## config.mk

```make
export PLATFORM = sky130hd
export DESIGN_NAME = swpp_ctrl
export DESIGN_NICKNAME = d
export VERILOG_FILES = /design/src/rtl/core/swpp_pkg.sv /design/src/rtl/core/swpp_ctrl.sv
export SDC_FILE = /design/constraint.sdc
export NUM_CORES = 1
export LEC_CHECK = 0
export BUFFER_PORTS_ARGS = -buffer_cell sky130_fd_sc_hd__buf_2
export CAP_MARGIN = 5
export CORE_AREA = 2 2 39 41
export DETAILED_ROUTE_END_ITERATION = 12
export DIE_AREA = 0 0 41 43
export GPL_ROUTABILITY_DRIVEN = 1
export MAX_ROUTING_LAYER = met4
export PLACE_DENSITY = 0.39
export SYNTH_ARGS = -nofsm -noshare
export SYNTH_HDL_FRONTEND = slang
export SYNTH_SLANG_ARGS = --single-unit
```

## constraint.sdc

```tcl
create_clock -name clk -period 1.1 [get_ports clk]
set_clock_uncertainty 0.15 [all_clocks]
set_input_delay 0.11 -clock clk [delete_from_list [all_inputs] [get_ports clk]]
set_output_delay 0.11 -clock clk [all_outputs]
set_load 0.01 [all_outputs]
```

## src/rtl/core/swpp_pkg.sv

```systemverilog
`timescale 1ns / 1ps
// Package for the sliding-window percentile/peak core: payload structs,
// register and opcode constants, controller state and command types. No dependencies.
package swpp_pkg;

  localparam int SAMPLE_BITS    = 32;
  localparam int WINDOW_MAX_DEF = 1024;
  localparam int PCT_W          = 17;
  localparam int CAP_W          = 11;
  localparam int HELD_W         = 11;
  localparam int CFG_IDX_W      = 1;
  localparam int CFG_DATA_W     = 17;
  localparam int Q16_SHIFT      = 16;

  localparam logic [PCT_W-1:0] FULL_SCALE_Q16 = 17'd65536;
  localparam logic [PCT_W-1:0] PCT_RESET      = 17'd62259;
  localparam logic [CAP_W-1:0] CAP_RESET      = 11'd30;

  localparam logic [CFG_IDX_W-1:0] REG_PERCENTILE = 1'b0;
  localparam logic [CFG_IDX_W-1:0] REG_CAPACITY   = 1'b1;

  localparam logic OP_PUSH   = 1'b0;
  localparam logic OP_REPORT = 1'b1;

  typedef struct packed {
    logic                   op;
    logic [SAMPLE_BITS-1:0] rx_sample;
    logic [SAMPLE_BITS-1:0] tx_sample;
  } in_item_t;

  typedef struct packed {
    logic [SAMPLE_BITS-1:0] rx_percentile;
    logic [SAMPLE_BITS-1:0] tx_percentile;
    logic [SAMPLE_BITS-1:0] rx_peak;
    logic [SAMPLE_BITS-1:0] tx_peak;
    logic [HELD_W-1:0]      samples_held;
  } out_item_t;

  typedef enum logic [2:0] {
    ST_IDLE,
    ST_SETUP,
    ST_SCAN,
    ST_DRAIN,
    ST_DECIDE,
    ST_DONE
  } state_t;

  typedef struct packed {
    logic push;    // write the sample pair
    logic setup;   // latch count, rank and start address
    logic scan;    // issue one read, advance address
    logic decide;  // settle one result bit
  } dp_cmd_t;

  typedef struct packed {
    logic empty;
    logic scan_last;
    logic bit_last;
  } dp_status_t;

endpackage

```

## src/rtl/core/swpp_ctrl.sv

```systemverilog
`timescale 1ns / 1ps
// Controller FSM for the percentile core: sequences push, setup, bitwise scan
// passes and result hand-off. Depends on swpp_pkg.
module swpp_ctrl import swpp_pkg::*; (
  input  logic       clk,
  input  logic       rst,
  input  logic       in_valid,
  input  logic       in_op,
  output logic       in_ready,
  input  dp_status_t status,
  output dp_cmd_t    cmd,
  input  logic       out_free,
  output logic       out_load
);

  state_t state, state_next;

  always_ff @(posedge clk) begin
    if (rst) begin
      state <= ST_IDLE;
    end else begin
      state <= state_next;
    end
  end

  always_comb begin
    state_next = state;
    unique case (state)
      ST_IDLE: begin
        if (in_valid && in_op == OP_REPORT) state_next = ST_SETUP;
      end
      ST_SETUP: begin
        state_next = status.empty ? ST_DONE : ST_SCAN;
      end
      ST_SCAN: begin
        if (status.scan_last) state_next = ST_DRAIN;
      end
      ST_DRAIN: begin
        state_next = ST_DECIDE;
      end
      ST_DECIDE: begin
        state_next = status.bit_last ? ST_DONE : ST_SCAN;
      end
      ST_DONE: begin
        if (out_free) state_next = ST_IDLE;
      end
      default: state_next = ST_IDLE;
    endcase
  end

  always_comb begin
    in_ready   = 1'b0;
    cmd        = '0;
    out_load   = 1'b0;
    unique case (state)
      ST_IDLE: begin
        in_ready = 1'b1;
        cmd.push = in_valid && in_op == OP_PUSH;
      end
      ST_SETUP:  cmd.setup  = 1'b1;
      ST_SCAN:   cmd.scan   = 1'b1;
      ST_DRAIN:  ;
      ST_DECIDE: cmd.decide = 1'b1;
      ST_DONE:   out_load   = out_free;
      default:   ;
    endcase
  end

endmodule

```

==> metrics, run 1 <==
outcome=finished with violations; failing checks=setup timing; root buf cell=clkbuf_4; CP max FO=6; Residual DRC=0; final setup violating endpoints=9; critical path type=reg2out; CTS buffer count=3; mean number of vias per cell=4.35; post-layout min period=1.42 ns; LEAKAGE=0.262 nW; most frequent cells in the layout=buf_2, buf_6, buf_4; chip height=43 um; largest net degree at the start of global routing=12; Nets=71; # IOs=14; CP startpoint=state[2]; flop2flop setup slack=-0.17 ns; Core Region=1380 um2; worst-path cell chain=buf_12 > or2b_1 > nor2_1 > buf_2; Syn Nets=43; # diodes=0; Worst-path clk slew=0.04 ns; Synth Instances=35; worst slack, placed=-0.131 ns; first-pass GRT wire length=1170 um; Syn-to-layout area delta=102%; leading cell type in the layout, fill and taps excluded=buf_2; Port-buffer cells=13; cell depth of the worst flop-to-flop path=5; TritonCTS clock tree=done; Top Registers=state x3; number of global-route vias before repair=282; worst min-delay path class=in2reg; initial drt markers=3; Slowest-stage cell, CP=dfxtp_2; Tcrit/Tclk final=129%; Slew @ Worst Pin=0.153 ns; worst-skew pair later-pin latency=0.24 ns; initial core utilization=18.8%; Biggest register=state; fin. max-slew vios=0; H-tree lvl count=1; synthesized area per cell=7.44 um2; clk buf depth=2; DP HPWL=504 um; Slew headroom=89.7%; leading area contributor after synthesis=dfxtp_1; proportion of layout cells with a drive suffix above 1=61.3%; Synth warnings=0; Sink Count=3; Die Area=1760 um2; gp weighted congestion=0.710; synth top area cells=dfxtp_1, nand2b_1, a21oi_1; worst r2r dst=state[0]; # rows=14; Yosys reg bits=3; Synth top area share=23.1%; WL final=800 um; wire per inst=10.3 um; sequential area share after synthesis=23.1%; unrepaired setup endpoints after global routing=yes; max incr delay on CP=0.33 ns; total track usage=10.2%; Worst EP required=0.84 ns; Max Fclk=706 MHz; synthesized area=260 um2; Crit path arrival time=1.16 ns; maxcap violations=0; die width=41 um; Setup crit end kind=primary output; crit start category=flip-flop; Final Hold Vio Count=0; Final ANT Viol Nets=0; Unique masters post-synth=21; gr ovfl total=0; RR Startpoint=state[2]; Final Util=38.0%; vias=339; end of the critical path=cmd[2]; Setup WS post-layout=-0.316 ns; antenna violations before repair=0; Max VDD drop=0.492 mV; Initial DRT Pass Iterations=2; PD cells=1630 nW/um2; max reg flops=3
## stage by stage
step	hold slack (ns)	TNS, ns	cells	cell area, um2	total power [W]
after floorplan	0.0291	-0.130	35	285	0.000400
after global placement	0.146	-0.687	67	398	0.000522
after detailed placement	0.146	-0.553	67	398	0.000512
after CTS	0.0190	-1.85	75	488	0.000784
after global routing	0.0513	-2.46	78	526	0.000921
final	0.0186	-1.91	78	526	0.000855
## what timing repair did
action	CTS	global route
hold buffers	1	0
cloned	0	0
setup buffers	3	3
pin swaps	3	2
gates resized for setup	8	4
endpoints found under the setup margin	9	9
endpoints found under the hold margin	1	0
## power by group
part           switching (W)  total, W  leakage, nW  internal (W)
Sequential         0.0000454  0.000185       0.0261      0.000140
Clock              0.0000681  0.000205       0.0150      0.000137
Combinational       0.000176  0.000465        0.221      0.000289
## routing by layer
metal	vias to the layer above	wire length, um	track usage (%)	part of all wire (%)
met5	-	0	-	0
met3	2	50	3.14	6.3
li1	176	-	-	-
met4	0	13	6.00	1.6
met2	11	381	13.1	48
met1	150	354	13.5	44
## worst min path at each step
stage | startpoint | to | cells after the start
after floorplan | rst | state[2] | 1
after global placement | rst | state[2] | 2
after detailed placement | rst | state[2] | 2
after CTS | status[2] | state[2] | 3
after global routing | status[2] | state[2] | 3
final | status[2] | state[2] | 3
## final cells by class
class                      instances  area [um2]
tap                               16        20.0
timing repair buffer              26         203
clock buffer                       4        26.3
inverter                           1        3.75
fill                             156         858
multi-input combinational         28         206
sequential                         3        66.3
## kinds of logic (layout without fill, tap and decap cells)
family,count (synthesis),in the layout,share of synthesized area (%)
and+or+nand+nor,18,18,41.8
AOI/OAI and AO/OA,10,10,25.5
buffers and inverters,4,31,9.61
DFF,3,3,23.1
## cells in the mapped netlist, drive strengths merged
master	count
nand3b	2
and3b	1
or2b	1
nor3	1
nor2	5
o221a	1
inv	1
or3b	1
nand2	1
buf	3
o21bai	1
o22ai	1
o21ai	1
dfxtp	3
o211a	1
nor3b	1
a31oi	1
nand2b	5
a21oi	4
## worst max-delay path: cells and delay by family, from the launching register on
kind                   cells  cell delay (ns)
buffers and inverters      2             0.26
DFF                        1             0.33
and+or+nand+nor            2             0.33
No activity file was read; power rests on OpenSTA's default activity.
==> inputs of run 2 (changes only) <==
==> constraint.sdc (replaced) <==
create_clock -name clk -period 1.1 [get_ports clk]
set_clock_uncertainty 0.15 [all_clocks]
set_input_delay 0.11 -clock clk [delete_from_list [all_inputs] [get_ports clk]]
set_output_delay 0.11 -clock clk [all_outputs]
set_load 0.1 [all_outputs]
==> run 2 against run 1 <==
Critical endpoint unchanged. First-iteration DRC count grew to 2.7 times the previous value. Power is 59% higher. The run still ends with setup timing left. Core utilization is 8.0 points higher. Via count is 0.59% lower. Fmax is 3.0% lower.
==> metrics, run 2 (synthesis gave the netlist of run 1 again) <==
PD cells=2140 nW/um2; sw frac=46.5%; worst min-delay path class=in2reg; Cell Int Power=0.000729 W; DP HPWL=610 um; antenna violations before repair=0; placed insts=69; worst hold path depth=3; Setup WS post-layout=-0.360 ns; Top Registers=state x3; # IOs=14; Crit. path cell count=3; Comb pwr share=72.2%; RR Startpoint=state[0]; fin. max-slew vios=0; Post-DP Area=518 um2; most frequent cells in the layout=buf_2, buf_12, buf_6, buf_4, nand2b_1; first-pass GRT wire length=1500 um; critical path type=reg2out; root buf cell=clkbuf_4; final cell count without fillers=77; initial drt markers=8; vias=337; Nets=70; max reg flops=3; worst-skew pair later-pin latency=0.23 ns; chip height=43 um; Clk network pwr share=13.7%; Final Hold Vio Count=0; hold path start=status[2]; final setup violating endpoints=9; max incr delay on CP=0.39 ns; wire per inst=10.1 um; Slew headroom=87.4%; Max Fclk=685 MHz; failing checks=setup timing; crit start category=flip-flop; worst-path cell chain=or2b_1 > nor2_2 > buf_12; Net Sw Power=0.000633 W; Worst EP required=0.84 ns; flop2flop setup slack=-0.20 ns; Slew @ Worst Pin=0.188 ns; proportion of layout cells with a drive suffix above 1=65.6%; Syn-to-layout area delta=145%; TritonCTS clock tree=done; die width=41 um; largest net degree at the start of global routing=9; hold path endpoint=state[2]; Tcrit/Tclk final=133%; mean number of vias per cell=4.38; Tot Pwr=0.00136 W; clk buf depth=2; post-layout min period=1.46 ns; CP Buf/Inv Count=1; number of global-route vias before repair=355; # diodes=0; Die Area=1760 um2; Core Region=1380 um2; Residual DRC=0; Port-buffer cells=13; Initial DRT Pass Iterations=2; sequential share of power=14.1%; Layout fillers=145; WL final=781 um; maxcap violations=0; # rows=14; gr ovfl total=0; outcome=finished with violations; Setup crit end kind=primary output; worst hold margin=0.0667 ns; worst r2r dst=state[2]; CTS buffer count=3; H-tree lvl count=1; Worst-path clk slew=0.04 ns; CP max FO=8; Slowest-stage cell, CP=dfxtp_4; initial core utilization=18.8%; worst slack, placed=-0.195 ns; Design Area, Final=637 um2; Max VDD drop=0.991 mV; LEAKAGE=0.273 nW; unrepaired setup endpoints after global routing=yes; cell depth of the worst flop-to-flop path=4; Final ANT Viol Nets=0; total track usage=12.4%; Crit path arrival time=1.20 ns; Top Family by Delay on Critical Path=flip-flops; Sink Count=3; gp weighted congestion=0.664; Biggest register=state
-- run 2: cell types whose count changed in the layout (fill, tap and decap cells not counted), sizes merged --
cell	previous run	this run
buf	25	24
-- run 2: power by group through the flow --
stage               Clock (W)  Combinational, W  Sequential, W
floorplan                   0          0.000587       0.000147
global placement            0          0.000882       0.000187
detailed placement          0          0.000880       0.000186
CTS                  0.000195           0.00103       0.000193
global route         0.000213           0.00104       0.000199
finish               0.000187          0.000983       0.000191
-- run 2: layer usage --
| metal | vias up | routed length, um | share of wire [%] | GRT usage, % |
|---|---|---|---|---|
| li1 | 176 | - | - | - |
| met1 | 150 | 348 | 45 | 16.7 |
| met2 | 11 | 390 | 50 | 17.5 |
| met3 | 0 | 42 | 5.4 | 3.66 |
| met4 | 0 | 0 | 0 | 4.00 |
| met5 | - | 0 | 0 | - |
-- run 2: what timing repair did --
action / CTS / global route
buffers inserted: 4 / 0
endpoints found under the hold margin: 1 / 0
resized for setup: 17 / 0
setup endpoints to repair: 9 / 9
pin swaps: 5 / 0
hold buffers: 1 / 0
-- run 2: stage by stage --
step	utilization [%]	TNS [ns]
4_1_cts	46.8	-2.56
3_3_place_gp	37.4	-1.27
2_1_floorplan	-	-4.12
5_1_grt	46.0	-2.88
3_5_place_dp	37.4	-1.26
6_report	46.0	-2.39
-- run 2: layout make-up --
class	count	area [um2]	area share, %
Clock buffer	4	26.3	4.13
Inverter	1	3.75	0.589
Multi-Input combinational cell	28	236	37.1
Sequential cell	3	71.3	11.2
Tap cell	16	20.0	3.14
Timing Repair Buffer	25	279	43.8
-- run 2: tightest hold or removal path, delay by kind of cell --
| kind | cells | cell delay [ns] |
|---|---|---|
| AO/OA/AOI/OAI | 2 | 0.18 |
| buffers and inverters | 1 | 0.11 |
-- run 2: worst max-delay path by stage --
| stage | startpoint | slack (ns) | end |
|---|---|---|---|
| 6_report | state[0] | -0.36 | cmd[2] |
| 5_1_grt | state[2] | -0.42 | cmd[3] |
| 4_1_cts | state[2] | -0.37 | cmd[3] |
| 3_5_place_dp | state[0] | -0.20 | cmd[2] |
| 3_3_place_gp | state[0] | -0.20 | cmd[2] |
| 2_1_floorplan | state[0] | -0.96 | cmd[3] |
